`src/hdl/secure_element_command_framer_assert.svh`:
```
// Assertion macros shared by the command framer RTL.
// Expects clk_i and rst_ni in the scope of each use.
`ifndef SECURE_ELEMENT_COMMAND_FRAMER_ASSERT_SVH
`define SECURE_ELEMENT_COMMAND_FRAMER_ASSERT_SVH

// Same-cycle implication, checked out of reset
`define SECF_ASSERT_NOW(lbl, ante, cons, msg) \
  lbl: assert property (@(posedge clk_i) disable iff (!rst_ni) (ante) |-> (cons)) \
    else $error(msg);

// Next-cycle implication, checked out of reset
`define SECF_ASSERT_NEXT(lbl, ante, cons, msg) \
  lbl: assert property (@(posedge clk_i) disable iff (!rst_ni) (ante) |=> (cons)) \
    else $error(msg);

`endif

```
`src/hdl/secf_pkg.sv`:
```
// Package for the secure element command framer.
// Command record, back-end state codes, CRC-16 helpers. No dependencies.
package secf_pkg;

  localparam logic [7:0]  WordAddr  = 8'h03;
  localparam logic [7:0]  CountBase = 8'd7;
  localparam logic [15:0] CrcPoly   = 16'hA001;
  localparam logic [2:0]  LastHdrStep = 3'd5;

  typedef enum logic {
    KIND_HDR  = 1'b0,
    KIND_DATA = 1'b1
  } kind_e;

  // back-end sequencer, one-hot
  typedef enum logic [2:0] {
    ST_BYTE   = 3'b001,
    ST_CRC_LO = 3'b010,
    ST_CRC_HI = 3'b100
  } back_state_e;

  // one classified command in the queue
  typedef struct packed {
    logic        is_hdr;
    logic        last;       // checksum follows this command
    logic [7:0]  cnt;
    logic [7:0]  opcode;
    logic [7:0]  param1;
    logic [15:0] param2;
    logic [7:0]  data_byte;
  } cmd_t;

  // queue status seen by front and back
  typedef struct packed {
    logic full;
    logic not_empty;
  } q_stat_t;

  // reflected CRC-16, one byte LSB first
  function automatic logic [15:0] crc_byte(input logic [15:0] r_in, input logic [7:0] b);
    logic [15:0] r;
    r = r_in ^ {8'h00, b};
    for (int i = 0; i < 8; i++) begin
      if (r[0]) begin
        r = (r >> 1) ^ CrcPoly;
      end else begin
        r = r >> 1;
      end
    end
    return r;
  endfunction

  function automatic logic [15:0] rev16(input logic [15:0] v);
    logic [15:0] r;
    for (int i = 0; i < 16; i++) begin
      r[15 - i] = v[i];
    end
    return r;
  endfunction

endpackage

```
`src/hdl/secf_front.sv`:
```
// Front end of the command framer: accepts input transfers, tracks packet
// state and pushes classified commands. Depends on secf_pkg.
module secf_front (
  input  logic             clk_i,
  input  logic             rst_ni,
  input  logic             in_valid_i,
  output logic             in_ready_o,
  input  logic             kind_i,
  input  logic [7:0]       opcode_i,
  input  logic [7:0]       param1_i,
  input  logic [15:0]      param2_i,
  input  logic [7:0]       data_len_i,
  input  logic [7:0]       data_byte_i,
  input  secf_pkg::q_stat_t stat_i,
  output logic             push_o,
  output secf_pkg::cmd_t   cmd_o
);
  import secf_pkg::*;

  logic       in_packet_q, in_packet_d;
  logic [7:0] bytes_left_q, bytes_left_d;
  logic       accept;

  assign in_ready_o = !stat_i.full;
  assign accept     = in_valid_i && !stat_i.full;

  // classify; wrong-kind items are taken and dropped
  always_comb begin
    in_packet_d     = in_packet_q;
    bytes_left_d    = bytes_left_q;
    push_o          = 1'b0;
    cmd_o.is_hdr    = (kind_i == KIND_HDR);
    cmd_o.last      = 1'b0;
    cmd_o.cnt       = data_len_i + CountBase;
    cmd_o.opcode    = opcode_i;
    cmd_o.param1    = param1_i;
    cmd_o.param2    = param2_i;
    cmd_o.data_byte = data_byte_i;
    if (accept) begin
      if (kind_i == KIND_HDR) begin
        if (!in_packet_q) begin
          push_o     = 1'b1;
          cmd_o.last = (data_len_i == 8'd0);
          if (data_len_i != 8'd0) begin
            in_packet_d  = 1'b1;
            bytes_left_d = data_len_i;
          end
        end
      end else if (in_packet_q) begin
        push_o       = 1'b1;
        cmd_o.last   = (bytes_left_q == 8'd1);
        bytes_left_d = bytes_left_q - 8'd1;
        if (bytes_left_q == 8'd1) begin
          in_packet_d = 1'b0;
        end
      end
    end
  end

  always_ff @(posedge clk_i or negedge rst_ni) begin
    if (!rst_ni) begin
      in_packet_q  <= 1'b0;
      bytes_left_q <= 8'd0;
    end else begin
      in_packet_q  <= in_packet_d;
      bytes_left_q <= bytes_left_d;
    end
  end

`include "secure_element_command_framer_assert.svh"
  `SECF_ASSERT_NEXT(a_last_data_closes, push_o && !cmd_o.is_hdr && cmd_o.last, !in_packet_q, "last data byte left packet open")
  `SECF_ASSERT_NEXT(a_hdr_opens, push_o && cmd_o.is_hdr && !cmd_o.last, in_packet_q && bytes_left_q != 8'd0, "header with payload did not open packet")

endmodule

```
`src/hdl/secf_queue.sv`:
```
// Short command queue between front and back end.
// Register storage, single read pointer. Depends on secf_pkg.
module secf_queue #(
  parameter int QDepth = 2
) (
  input  logic              clk_i,
  input  logic              rst_ni,
  input  logic              push_i,
  input  secf_pkg::cmd_t    cmd_i,
  input  logic              pop_i,
  output secf_pkg::cmd_t    head_o,
  output secf_pkg::q_stat_t stat_o
);
  import secf_pkg::*;

  localparam int PtrW = $clog2(QDepth);
  localparam int CntW = $clog2(QDepth + 1);

  cmd_t            mem_q [QDepth];
  logic [PtrW-1:0] wr_ptr_q, rd_ptr_q;
  logic [CntW-1:0] count_q;
  logic            do_push, do_pop;

  assign stat_o.full      = (count_q == CntW'(QDepth));
  assign stat_o.not_empty = (count_q != '0);
  assign do_push          = push_i && !stat_o.full;
  assign do_pop           = pop_i && stat_o.not_empty;
  assign head_o           = mem_q[rd_ptr_q];

  // pointers and fill count
  always_ff @(posedge clk_i or negedge rst_ni) begin
    if (!rst_ni) begin
      wr_ptr_q <= '0;
      rd_ptr_q <= '0;
      count_q  <= '0;
    end else begin
      if (do_push) begin
        wr_ptr_q <= (wr_ptr_q == PtrW'(QDepth - 1)) ? '0 : wr_ptr_q + 1'b1;
      end
      if (do_pop) begin
        rd_ptr_q <= (rd_ptr_q == PtrW'(QDepth - 1)) ? '0 : rd_ptr_q + 1'b1;
      end
      if (do_push && !do_pop) begin
        count_q <= count_q + 1'b1;
      end else if (!do_push && do_pop) begin
        count_q <= count_q - 1'b1;
      end
    end
  end

  // storage
  always_ff @(posedge clk_i) begin
    if (do_push) begin
      mem_q[wr_ptr_q] <= cmd_i;
    end
  end

`include "secure_element_command_framer_assert.svh"
  `SECF_ASSERT_NOW(a_count_bound, 1'b1, count_q <= CntW'(QDepth), "queue fill count overran depth")
  `SECF_ASSERT_NOW(a_no_push_full, push_i, !stat_o.full, "push into a full queue")

endmodule

```
`src/hdl/secf_back.sv`:
```
// Back end of the command framer: serialises each queued command to bytes,
// runs the CRC and drives the output register. Depends on secf_pkg.
module secf_back (
  input  logic              clk_i,
  input  logic              rst_ni,
  input  secf_pkg::cmd_t    head_i,
  input  secf_pkg::q_stat_t stat_i,
  output logic              pop_o,
  output logic              out_valid_o,
  input  logic              out_ready_i,
  output logic [7:0]        out_byte_o,
  output logic              frame_end_o
);
  import secf_pkg::*;

  back_state_e state_q, state_d;
  logic [2:0]  step_q, step_d;
  logic [15:0] crc_q, crc_d, crc_rev;
  logic        out_valid_q;
  logic [7:0]  out_byte_q, byte_d;
  logic        frame_end_q, end_d;
  logic        slot_free, fire;

  assign slot_free = !out_valid_q || out_ready_i;
  assign fire      = stat_i.not_empty && slot_free;
  assign crc_rev   = rev16(crc_q);

  // one output byte per fire
  always_comb begin
    state_d = state_q;
    step_d  = step_q;
    crc_d   = crc_q;
    byte_d  = head_i.data_byte;
    end_d   = 1'b0;
    pop_o   = 1'b0;
    if (fire) begin
      unique case (state_q)
        ST_BYTE: begin
          if (head_i.is_hdr) begin
            unique case (step_q)
              3'd0:    byte_d = WordAddr;
              3'd1:    byte_d = head_i.cnt;
              3'd2:    byte_d = head_i.opcode;
              3'd3:    byte_d = head_i.param1;
              3'd4:    byte_d = head_i.param2[7:0];
              3'd5:    byte_d = head_i.param2[15:8];
              default: byte_d = WordAddr;
            endcase
            // word address is outside the checksum and restarts it
            crc_d = (step_q == 3'd0) ? 16'h0000 : crc_byte(crc_q, byte_d);
            if (step_q == LastHdrStep) begin
              step_d = 3'd0;
              if (head_i.last) begin
                state_d = ST_CRC_LO;
              end else begin
                pop_o = 1'b1;
              end
            end else begin
              step_d = step_q + 3'd1;
            end
          end else begin
            crc_d = crc_byte(crc_q, head_i.data_byte);
            if (head_i.last) begin
              state_d = ST_CRC_LO;
            end else begin
              pop_o = 1'b1;
            end
          end
        end
        ST_CRC_LO: begin
          byte_d  = crc_rev[7:0];
          state_d = ST_CRC_HI;
        end
        ST_CRC_HI: begin
          byte_d  = crc_rev[15:8];
          end_d   = 1'b1;
          pop_o   = 1'b1;
          state_d = ST_BYTE;
        end
        default: state_d = ST_BYTE;
      endcase
    end
  end

  always_ff @(posedge clk_i or negedge rst_ni) begin
    if (!rst_ni) begin
      state_q     <= ST_BYTE;
      step_q      <= 3'd0;
      crc_q       <= 16'h0000;
      out_valid_q <= 1'b0;
    end else begin
      state_q <= state_d;
      step_q  <= step_d;
      crc_q   <= crc_d;
      if (slot_free) begin
        out_valid_q <= fire;
      end
    end
  end

  // output payload
  always_ff @(posedge clk_i) begin
    if (fire) begin
      out_byte_q  <= byte_d;
      frame_end_q <= end_d;
    end
  end

  assign out_valid_o = out_valid_q;
  assign out_byte_o  = out_byte_q;
  assign frame_end_o = frame_end_q;

`include "secure_element_command_framer_assert.svh"
  `SECF_ASSERT_NOW(a_crc_has_head, state_q != ST_BYTE, stat_i.not_empty, "checksum phase without a queued command")
  `SECF_ASSERT_NOW(a_step_range, state_q == ST_BYTE, step_q <= LastHdrStep, "header step out of range")

endmodule

```
`src/hdl/secure_element_command_framer.sv`:
```
// Top level of the secure element command framer.
// Instantiates secf_front, secf_queue and secf_back; uses secf_pkg.
//
//   channel  | direction | fields
//   ---------+-----------+-----------------------------------------------
//   in       | input     | kind, opcode, param1, param2, data_len, data_byte
//   out      | output    | out_byte, frame_end
//
// Output runs at one byte per cycle while out_ready_i is high and a command is queued;
// a data item gives one byte, three when it is the last of its packet, a header
// gives six bytes of the byte serialiser, eight when the length is zero.
// The front accepts an item every cycle while the QDepth-entry command
// queue has room; ignored items are taken and dropped at once.
// Reset clears packet state, the queue and the output valid.
// A stalled output holds its byte; the queue then fills and drops in_ready_o.
module secure_element_command_framer #(
  parameter int QDepth = 2
) (
  input  logic        clk_i,
  input  logic        rst_ni,
  input  logic        in_valid_i,
  output logic        in_ready_o,
  input  logic        kind_i,
  input  logic [7:0]  opcode_i,
  input  logic [7:0]  param1_i,
  input  logic [15:0] param2_i,
  input  logic [7:0]  data_len_i,
  input  logic [7:0]  data_byte_i,
  output logic        out_valid_o,
  input  logic        out_ready_i,
  output logic [7:0]  out_byte_o,
  output logic        frame_end_o
);
  import secf_pkg::*;

  cmd_t    push_cmd, head_cmd;
  q_stat_t q_stat;
  logic    push, pop;

  secf_front u_front (
    .clk_i       (clk_i),
    .rst_ni      (rst_ni),
    .in_valid_i  (in_valid_i),
    .in_ready_o  (in_ready_o),
    .kind_i      (kind_i),
    .opcode_i    (opcode_i),
    .param1_i    (param1_i),
    .param2_i    (param2_i),
    .data_len_i  (data_len_i),
    .data_byte_i (data_byte_i),
    .stat_i      (q_stat),
    .push_o      (push),
    .cmd_o       (push_cmd)
  );

  secf_queue #(
    .QDepth (QDepth)
  ) u_queue (
    .clk_i  (clk_i),
    .rst_ni (rst_ni),
    .push_i (push),
    .cmd_i  (push_cmd),
    .pop_i  (pop),
    .head_o (head_cmd),
    .stat_o (q_stat)
  );

  secf_back u_back (
    .clk_i       (clk_i),
    .rst_ni      (rst_ni),
    .head_i      (head_cmd),
    .stat_i      (q_stat),
    .pop_o       (pop),
    .out_valid_o (out_valid_o),
    .out_ready_i (out_ready_i),
    .out_byte_o  (out_byte_o),
    .frame_end_o (frame_end_o)
  );

endmodule

```
`config.mk`:
```
export PLATFORM = sky130hd
export DESIGN_NAME = secure_element_command_framer
export DESIGN_NICKNAME = d
export VERILOG_FILES = /design/src/hdl/secf_pkg.sv /design/src/hdl/secf_front.sv /design/src/hdl/secf_queue.sv /design/src/hdl/secf_back.sv /design/src/hdl/secure_element_command_framer.sv
export VERILOG_INCLUDE_DIRS = /design/src /design/src/hdl
export SDC_FILE = /design/constraint.sdc
export NUM_CORES = 1
export LEC_CHECK = 0
export CORE_ASPECT_RATIO = 0.5
export CORE_MARGIN = 4
export CORE_UTILIZATION = 65
export DETAILED_ROUTE_END_ITERATION = 10
export DONT_BUFFER_PORTS = 1
export PLACE_DENSITY_LB_ADDON = 0.15
export SYNTH_ARGS = -nofsm -noshare
export SYNTH_HDL_FRONTEND = slang
export SYNTH_SLANG_ARGS = --single-unit
```
`constraint.sdc`:
```
create_clock -name clk_i -period 12.65 [get_ports clk_i]
set_clock_uncertainty 0.1 [all_clocks]
set_input_delay 1.8975 -clock clk_i [delete_from_list [all_inputs] [get_ports clk_i]]
set_output_delay 1.8975 -clock clk_i [all_outputs]
set_load 0.005 [all_outputs]
```
==> impl_metrics.json <==
{
  "outcome": "complete, no violations",
  "multi_input_area_um2": 2641,
  "clkPwrFrac": 0.191,
  "areaGrowthSynthToFinish_pct": 9.339,
  "fp.dieH_um": 81.42,
  "async_flop_share": 0.2483,
  "avgSynthCellArea_um2": 13.25,
  "crit_top_cell": "xnor3_1",
  "vdd_ir_drop_max_mv": 0.2129,
  "drive_gt1_frac": 0.1128,
  "ioPinCount": 64,
  "clk_pin_slew_ns": 0.06,
  "cp.required_ns": 12.85,
  "cts_buffers": 17,
  "critPathKind": "flip-flop to flip-flop",
  "whs_ns": 0.4142,
  "n_antenna_cell": 0,
  "die_w_um": 154.8,
  "slowest_delay_ns": 0.88,
  "hold_path_end": "u_queue.wr_ptr_q",
  "vias": 4357,
  "n_fill_cell": 659,
  "hold_violations": 0,
  "cts_htree_levels": 4,
  "reg2reg_to": "u_back.crc_q[0]",
  "total_power_mw": 2.602,
  "firstDrtPassIters": 5,
  "clk_path_buf_depth": 2,
  "final-max-slew-violation-count": 0,
  "ff2ff_setup_slack_ns": 8.59,
  "ctsResizeCount": 0,
  "hold_start": "u_queue.wr_ptr_q",
  "dp_hpwl_um": 9852,
  "stdcell_area_um2": 7661,
  "p_comb_frac": 0.502,
  "post_cts_buffers": 0,
  "cts_root_buffer": "clkbuf_16",
  "period_minus_slack_ns": 4.058,
  "setup_tns_ns": 0,
  "power.share.switching": 0.3857,
  "path_max_fanout": 30,
  "ys.flop_type": "edfxtp_1",
  "insertion_delay_ns": 0.43,
  "pwr_density_cell_nw_per_um2": 339.7,
  "io_buffers": 0,
  "synth_edf_count": 109,
  "maxSlewHeadroom": 0.4454,
  "power.leakage_nw": 2.881,
  "place_area_um2": 7072,
  "start_util": 0.6773,
  "antenna_found_initial": 0,
  "netSwitchingPower_mw": 1.004,
  "ys_warn_count": 0,
  "p_int_mw": 1.598,
  "syn_area_um2": 7007,
  "grt_pass1_vias": 4281,
  "crit_slowest_cell": "dfrtp_2",
  "postRouteWirelength_um": 14760,
  "synth_top_area_frac": 0.4671,
  "rsz0062_at_grt": "false",
  "ys_ff_latch": 145,
  "core-area_um2": 10340,
  "synthTopCellsByArea": "edfxtp_1 47%, dfrtp_1 13%, mux2i_1 6.1%",
  "fin_crit_sh": 0.3208,
  "drc": 0,
  "reg2reg_depth": 8,
  "cts_sinks": 145,
  "hold_path_depth": 1,
  "pwr-share-seq": 0.307,
  "syn_inst": 529,
  "cp-start-kind": "flip-flop",
  "synthTopCellsByCount": "109 x edfxtp_1, 43 x mux2i_1, 35 x dfrtp_1",
  "rows": 26,
  "instances_no_fill": 681,
  "synth_cell_types": 61,
  "via_per_inst": 6.398,
  "cp_cell_sequence": "buf_4, mux2i_4, o22ai_2, nor3_2, xnor3_1, xnor3_2, xnor3_1, a221o_1",
  "final_core_util": 0.7406,
  "wl_per_cell_um": 21.68,
  "placedCellCount": 649,
  "die-area_um2": 12610,
  "layout.area.seq_um2": 4177,
  "grt_max_degree": 51,
  "timing.rr.start": "u_queue.rd_ptr_q",
  "track_usage": 0.2486,
  "synth_top_cell_by_area": "edfxtp_1",
  "hold_buffers": 0,
  "drv_cap": 0,
  "syn-num-nets": 588,
  "drt_first_iter_violations": 353,
  "ant_nets": 0,
  "worst_ep_arrival_time_ns": 4.26,
  "cts_tree": "done",
  "final_nets": 587,
  "ys_seq_area_frac": 0.5959,
  "gp_congestion": 0.9091,
  "clock.fmax_mhz": 246.4,
  "hold_path.class": "flip-flop to flip-flop",
  "pre_cts_ws_ns": 8.512,
  "worst_pin_slew_ns": 0.8299,
  "grt_first_pass_wirelength_um": 23180,
  "yosysMostFrequentCell": "edfxtp_1",
  "fin_ws_ns": 8.592,
  "grt_overflow": 0,
  "setup_violations": 0,
  "cp-end-kind": "flip-flop"
}
cell families (layout without fill, tap and decap cells):
group                      count (synthesis)  after routing  synth area share
DFF                                      145            145            0.5959
AOI/OAI and AO/OA                        119            119            0.1180
and+or+nand+nor                          119            119           0.08465
xor gates and xnor gates                  56             56           0.09053
muxes                                     48             48           0.07214
buffers and inverters                     36             48           0.02803
adders and majority gates                  6              6           0.01071
flip-flops by register name, summed over array words and instances, names as in the netlist:
name	count
u_queue.wr_ptr_q	1
u_back.out_valid_o	1
u_queue.rd_ptr_q	1
u_queue.mem_q	100
u_front.in_packet_q	1
u_front.bytes_left_q	8
u_back.state_q	3
u_queue.count_q	2
u_back.frame_end_o	1
u_back.crc_q	16
u_back.step_q	3
u_back.out_byte_o	8
power groups by stage:
stage | logic, mW | registers, mW | clock network, mW
after floorplan | 1.11 | 0.746 | 0
final | 1.31 | 0.799 | 0.498
after detailed placement | 1.28 | 0.804 | 0
after CTS | 1.30 | 0.796 | 0.502
after global routing | 1.41 | 0.813 | 0.528
after global placement | 1.25 | 0.798 | 0
worst max-delay path, delay by kind of cell, from the launching register on:
| kind | cells | cell delay, ns |
|---|---|---|
| multiplexers | 1 | 0.31 |
| AND/OR/NAND/NOR | 1 | 0.36 |
| flip-flops | 1 | 0.88 |
| AO/OA/AOI/OAI | 2 | 0.43 |
| XOR/XNOR | 3 | 1.28 |
| buffers and inverters | 1 | 0.56 |
per-layer routing:
layer | share of wire | GRT usage | vias up
met3 | 0.098 | 0.09105 | 21
met5 | 0 | 0 | -
li1 | - | - | 1995
met1 | 0.42 | 0.3289 | 2132
met4 | 0.013 | 0.08282 | 0
met2 | 0.47 | 0.3896 | 209
final cells by class:
cell class / count / area share
Multi-Input combinational cell: 348 / 0.3448
Timing Repair Buffer: 5 / 0.004900
Inverter: 11 / 0.005390
Clock inverter: 15 / 0.02139
Tap cell: 140 / 0.02286
Sequential cell: 145 / 0.5452
Clock buffer: 17 / 0.05553
worst max-delay path by stage:
stage / from / end / slack [ns]
2_1_floorplan: kind_i / u_queue.mem_q[0][0] / 6.57
3_3_place_gp: out_ready_i / u_back.crc_q[3] / 8.63
3_5_place_dp: out_ready_i / u_back.crc_q[1] / 8.51
4_1_cts: u_queue.rd_ptr_q / u_back.crc_q[0] / 8.61
5_1_grt: u_queue.rd_ptr_q / u_back.crc_q[0] / 8.44
6_report: u_queue.rd_ptr_q / u_back.crc_q[0] / 8.59
placed cells by master, fill, tap and decap left out, types with 6 or more instances in the layout:
| cell type | n |
|---|---|
| a21oi_1 | 29 |
| a221oi_1 | 6 |
| clkbuf_16 | 17 |
| dfrtp_1 | 34 |
| edfxtp_1 | 109 |
| ha_1 | 6 |
| inv_1 | 11 |
| inv_6 | 6 |
| mux2i_1 | 43 |
| nand2_1 | 34 |
| nand2b_1 | 6 |
| nand3_1 | 12 |
| nor2_1 | 33 |
| nor3_1 | 10 |
| o21a_1 | 6 |
| o21ai_0 | 12 |
| o21ai_1 | 7 |
| o221ai_1 | 6 |
| o22ai_1 | 15 |
| xnor2_1 | 29 |
| xor2_1 | 16 |
Note: power is estimated with default switching activity, not from simulation.
